## config.mk

```make
export PLATFORM = sky130hd
export DESIGN_NAME = gkfq_serial_div
export DESIGN_NICKNAME = d
export VERILOG_FILES = /design/src/gaussian_kernel_field_query_assert.svh /design/src/gkfq_pkg.sv /design/src/gkfq_serial_div.sv
export SDC_FILE = /design/constraint.sdc
export NUM_CORES = 1
export LEC_CHECK = 0
export ABC_AREA = 0
export CAP_MARGIN = 20
export CORE_MARGIN = 2
export CORE_UTILIZATION = 38
export CTS_CLUSTER_DIAMETER = 40
export DETAILED_ROUTE_END_ITERATION = 6
export DONT_BUFFER_PORTS = 1
export SLEW_MARGIN = 20
export SYNTH_ARGS = -nofsm -noshare
export SYNTH_HDL_FRONTEND = slang
export SYNTH_SLANG_ARGS = --single-unit
```

## constraint.sdc

```tcl
create_clock -name i_clk -period 2.8 [get_ports i_clk]
set_input_delay 0.56 -clock i_clk [delete_from_list [all_inputs] [get_ports i_clk]]
set_output_delay 0.56 -clock i_clk [all_outputs]
set_load 0.05 [all_outputs]
```

## src/gaussian_kernel_field_query_assert.svh

```systemverilog
// Assertion macros shared by the field query block.
`ifndef GAUSSIAN_KERNEL_FIELD_QUERY_ASSERT_SVH
`define GAUSSIAN_KERNEL_FIELD_QUERY_ASSERT_SVH
`ifndef SYNTHESIS
`define GKFQ_ASSERT_IMP(label, ante, cons) \
    label: assert property (@(posedge i_clk) disable iff (!i_rst_n) (ante) |-> (cons)) \
        else $error("gkfq assertion failed");
`define GKFQ_ASSERT_NXT(label, ante, cons) \
    label: assert property (@(posedge i_clk) disable iff (!i_rst_n) (ante) |=> (cons)) \
        else $error("gkfq assertion failed");
`else
`define GKFQ_ASSERT_IMP(label, ante, cons)
`define GKFQ_ASSERT_NXT(label, ante, cons)
`endif
`endif

```

## src/gkfq_pkg.sv

```systemverilog
// Package with types, constants and the exponential table of the field query block.
`default_nettype none
package gkfq_pkg;

    localparam int GKFQ_MAX_ENTRIES = 256;
    localparam int SUM_W = 23;
    localparam int TERM_W = 22;
    localparam logic [TERM_W-1:0] TERM_CAP = 22'h20_0000;
    localparam logic [63:0] EPS_Q32 = 64'd4295;
    localparam logic [63:0] ONE_Q48 = 64'h0001_0000_0000_0000;
    localparam int WEIGHT_FLOOR = 4295;
    localparam int WR_QUO_W = 37;
    localparam int RD_QUO_W = 17;
    localparam logic [63:0] EXP_QUARTER_Q32 = 64'd3344923893;
    localparam logic REG_ACTIVE_ENTRIES = 1'b0;
    localparam logic REG_NO_SIGNAL = 1'b1;

    typedef logic [64:0][32:0] t_exp_tab;

    typedef struct packed {
        logic valid;
        logic last;
    } t_flow;

    typedef enum logic [3:0] {
        ST_IDLE,
        ST_W_SQ,
        ST_W_DEN,
        ST_W_START,
        ST_W_WAIT,
        ST_Q_RUN,
        ST_Q_DRAIN,
        ST_Q_PREP,
        ST_Q_START,
        ST_Q_WAIT,
        ST_Q_SIGN,
        ST_Q_DONE
    } t_state;

    function automatic t_exp_tab build_exp_tab();
        t_exp_tab tab;
        logic [63:0] t;
        tab = '0;
        t = 64'h1_0000_0000;
        tab[0] = t[32:0];
        for (int k = 0; k < 64; k++) begin
            t = (t * EXP_QUARTER_Q32 + 64'h8000_0000) >> 32;
            tab[k + 1] = t[32:0];
        end
        return tab;
    endfunction

    localparam t_exp_tab EXP_TAB = build_exp_tab();

endpackage
`default_nettype wire

```

## src/gkfq_serial_div.sv

```systemverilog
// Restoring divider that produces one quotient bit per cycle.
`default_nettype none
module gkfq_serial_div
    import gkfq_pkg::*;
#(
    parameter int NUM_W = 64,
    parameter int DEN_W = 64,
    parameter int QUO_W = WR_QUO_W
) (
    input  wire              i_clk,
    input  wire              i_rst_n,
    input  wire              i_start,
    input  wire [NUM_W-1:0]  i_num,
    input  wire [DEN_W-1:0]  i_den,
    output logic             o_done,
    output logic [QUO_W-1:0] o_quo
);
    localparam int CW = (QUO_W > 1) ? $clog2(QUO_W) : 1;

    logic             r_busy;
    logic [CW-1:0]    r_cnt;
    logic             r_done;
    logic [DEN_W-1:0] r_rem;
    logic [DEN_W-1:0] r_den;
    logic [QUO_W-1:0] r_lo;
    logic [DEN_W:0]   w_sh;
    logic [DEN_W:0]   w_diff;
    logic             w_ge;

    assign w_sh   = {r_rem, r_lo[QUO_W-1]};
    assign w_ge   = w_sh >= {1'b0, r_den};
    assign w_diff = w_sh - {1'b0, r_den};

    always_ff @(posedge i_clk) begin
        if (!i_rst_n) begin
            r_busy <= 1'b0;
            r_cnt  <= '0;
            r_done <= 1'b0;
        end else begin
            r_done <= 1'b0;
            if (i_start) begin
                r_busy <= 1'b1;
                r_cnt  <= '0;
            end else if (r_busy) begin
                r_cnt <= r_cnt + CW'(1);
                if (r_cnt == CW'(QUO_W - 1)) begin
                    r_busy <= 1'b0;
                    r_done <= 1'b1;
                end
            end
        end
    end

    always_ff @(posedge i_clk) begin
        if (i_start) begin
            r_rem <= DEN_W'(i_num >> QUO_W);
            r_lo  <= i_num[QUO_W-1:0];
            r_den <= i_den;
        end else if (r_busy) begin
            r_rem <= w_ge ? w_diff[DEN_W-1:0] : w_sh[DEN_W-1:0];
            r_lo  <= {r_lo[QUO_W-2:0], w_ge};
        end
    end

    assign o_done = r_done;
    assign o_quo  = r_lo;

endmodule
`default_nettype wire

```

==> qor.yml <==
status: "finished, violations left"
violations: "setup timing"
min_path_type: "primary input to flop"
yosys.area.top_type: "edfxtp_1"
cap_violations: 0
die_y_um: 176.6
drtPass1Iterations: 6
areaGrowthSynthToFinish_pct: 39.72
viasPerCell: 5.371
intPower_w: 0.006379
yosysMostFrequentCell: "edfxtp_1"
grt_overflow: 0
clk_path_buf_depth: 2
p_switching_w: 0.003612
start_util: 0.3839
fin_area_um2: 15810
ys_top_cells_by_area: "edfxtp_1 (34%), dfxtp_1 (8.0%), ha_1 (7.3%)"
worstSetupPathType: "flop to flop"
die_area_um2: 31180
finalHoldViolCount: 0
timing.fmax_ghz: 0.3181
dp_hpwl_mm: 22.43
grt_pass1_wl_mm: 52.77
fp.dieW_um: 176.6
synth_edf_count: 128
rows: 63
crit_path_frequent_cell: "buf_4"
period_share: 1.123
portBuffers: 0
clock-sinks: 173
ys_ff_latch: 173
yosysWarnings: 0
fin_skew_ps: 11.62
htree_levels: 4
core_area_um2: 29480
place_area_um2: 13540
max_stage_delay_ps: 440
synth_nets: 1365
clockPowerShare: 0.233
seqPwrFrac: 0.344
antenna_found_initial: 0
worst_slack_ps: -343.2
syn_area_um2: 11320
clock_latency_ps: 450
clk_pin_slew_ps: 80
final_nets: 1631
gr-usage-all-layers: 0.2126
numCtsBuffers: 17
crit_path_end_kind: "flop"
synthArstFlopShare: 0
critPathArrivalTime_ps: 3350
drc: 0
seq_area_frac_synth: 0.4192
slew_violations: 0
vdd_ir_drop_max_mv: 0.4450
drt_iter0_markers: 677
gp_congestion: 0.9339
drt-total-wl_mm: 33.28
worst_setup_path_start_kind: "flop"
powerDensity_nw_per_um2: 631.8
tightest_slew_ps: 855.6
worstPathCellList: "ha_4 > a21o_1 > a22oi_2 > a21oi_2 > nor2_1 > o31ai_2 > buf_4 > a31oi_4 > o21ai_4 > buf_4 > buf_6 > a21oi_1 > mux2_2"
post-place-ws_ps: -471.0
synth_cell_types: 78
cp_slowest_cell: "edfxtp_1"
power.total_w: 0.009991
final_layout_size_suffix_gt1_frac: 0.4343
syn_inst: 1167
fillers: 2647
p_sw_frac: 0.3615
avgSynthCellArea_um2: 9.698
grt_max_degree: 142
critPathMaxFanout: 10
root_buffer: "clkbuf_16"
required_ps: 3000
wl_per_cell_um: 18.12
cts_tree: "yes"
postRouteAntennaNets: 0
synth.top_cell.area_share: 0.3396
seq_area_um2: 4746
combPwrFrac: 0.423
multiInputGateArea_um2: 7066
design.portCount: 169
setup_viol: 65
yosys_most_used_dff: "edfxtp_1"
leakagePower_nw: 6.351
min_period_ps: 3143
synth_common_cells: "edfxtp_1 (128), a21oi_1 (126), nand2_1 (102), inv_1 (86), nor2_1 (83)"
relSlewSlack: 0.4296
whs_ps: 201.3
rsz0062_at_grt: "yes"
grt_pass1_vias: 10120
via_count: 9862
antennaDiodeCount: 0
per-stage QoR:
stage                       util  TNS, ps  cells
final                     0.5364   -16150   1836
after global routing      0.5364   -24880   1836
after CTS                 0.5266   -14850   1833
after detailed placement  0.4592   -23850   1748
after global placement    0.4592   -18050   1748
after floorplan                -   -11120   1167
sequential cells by signal (all words and copies together), names as in the netlist:
name	cells
r_rem	64
r_busy	1
o_done	1
r_den	64
r_cnt	6
o_quo	37
cells by family after synthesis:
logic type                 share of synthesized area
muxes                                        0.05937
and+or+nand+nor                               0.1375
AOI/OAI and AO/OA                             0.2069
DFF                                           0.4192
xor gates and xnor gates                     0.04256
buffers and inverters                        0.05970
adders and majority gates                    0.07474
power groups by stage:
stage	Sequential (W)	Combinational, W	Clock, W
floorplan	0.00342	0.00206	0
global placement	0.00345	0.00325	0
detailed placement	0.00345	0.00327	0
CTS	0.00343	0.00402	0.00239
global route	0.00347	0.00456	0.00248
finish	0.00344	0.00423	0.00232
final timing paths:
kind | from | endpoint | slack [ps] | cells past startpoint
setup / recovery | r_rem[25]$_DFFE_PP_ | r_rem[14]$_DFFE_PP_ | -340 | 13
hold / removal | i_den[40] | r_den[40]$_DFFE_PP_ | 200 | 0
setup reg to reg | r_rem[25]$_DFFE_PP_ | r_rem[14]$_DFFE_PP_ | -340 | 13
hold reg to reg | r_cnt[5]$_SDFFE_PP0P_ | o_done$_SDFF_PP0_ | 500 | 2
per-layer routing:
metal  vias up  routed length (um)  GRT usage
li1       4797                   -          -
met2       267               16240     0.3547
met4         0                 498    0.05165
met5         -                   0          0
met3        37                1513    0.04953
met1      4761               15020     0.2784
area by class of cell:
type,count,area share
Inverter,87,0.02065
Multi-Input combinational cell,843,0.4468
Clock buffer,18,0.02714
Timing Repair Buffer,311,0.1658
Tap cell,390,0.03086
Sequential cell,173,0.3001
Clock inverter,14,0.008625
timing repair:
action                     in CTS  in global routing
buffers inserted               45                  8
hold buffers                    0                  0
gates cloned                    9                  0
gates resized for setup       161                 68
pin swaps                      65                 55
setup endpoints to repair      65                 65
critical path, delay by kind of cell (launching register included):
family / cells / cell delay (ps)
AO/OA/AOI/OAI: 7 / 1300
AND/OR/NAND/NOR: 1 / 80
adder cells (fa/ha/maj): 1 / 300
flip-flops: 1 / 440
multiplexers: 1 / 270
buffers and inverters: 3 / 510
cell usage in the layout (no fill, tap or decap), types with 9 or more instances in the layout:
master	count
and3_1	12
nor2_2	15
nand2_2	22
o21ai_0	34
buf_4	277
o21a_1	11
clkbuf_16	17
a311oi_2	14
nand2_1	72
a21o_1	25
ha_4	30
buf_12	9
o21bai_1	15
xnor2_1	34
mux2_2	49
nand3_1	16
a211oi_2	13
nand2_4	9
xor2_1	18
nor2_1	70
inv_1	81
nor3_1	11
nand4_1	29
edfxtp_1	128
ha_1	34
buf_6	17
a21oi_2	37
a21oi_1	91
dfxtp_1	44
o21ai_1	12
Power figures use the tool's default switching activity.
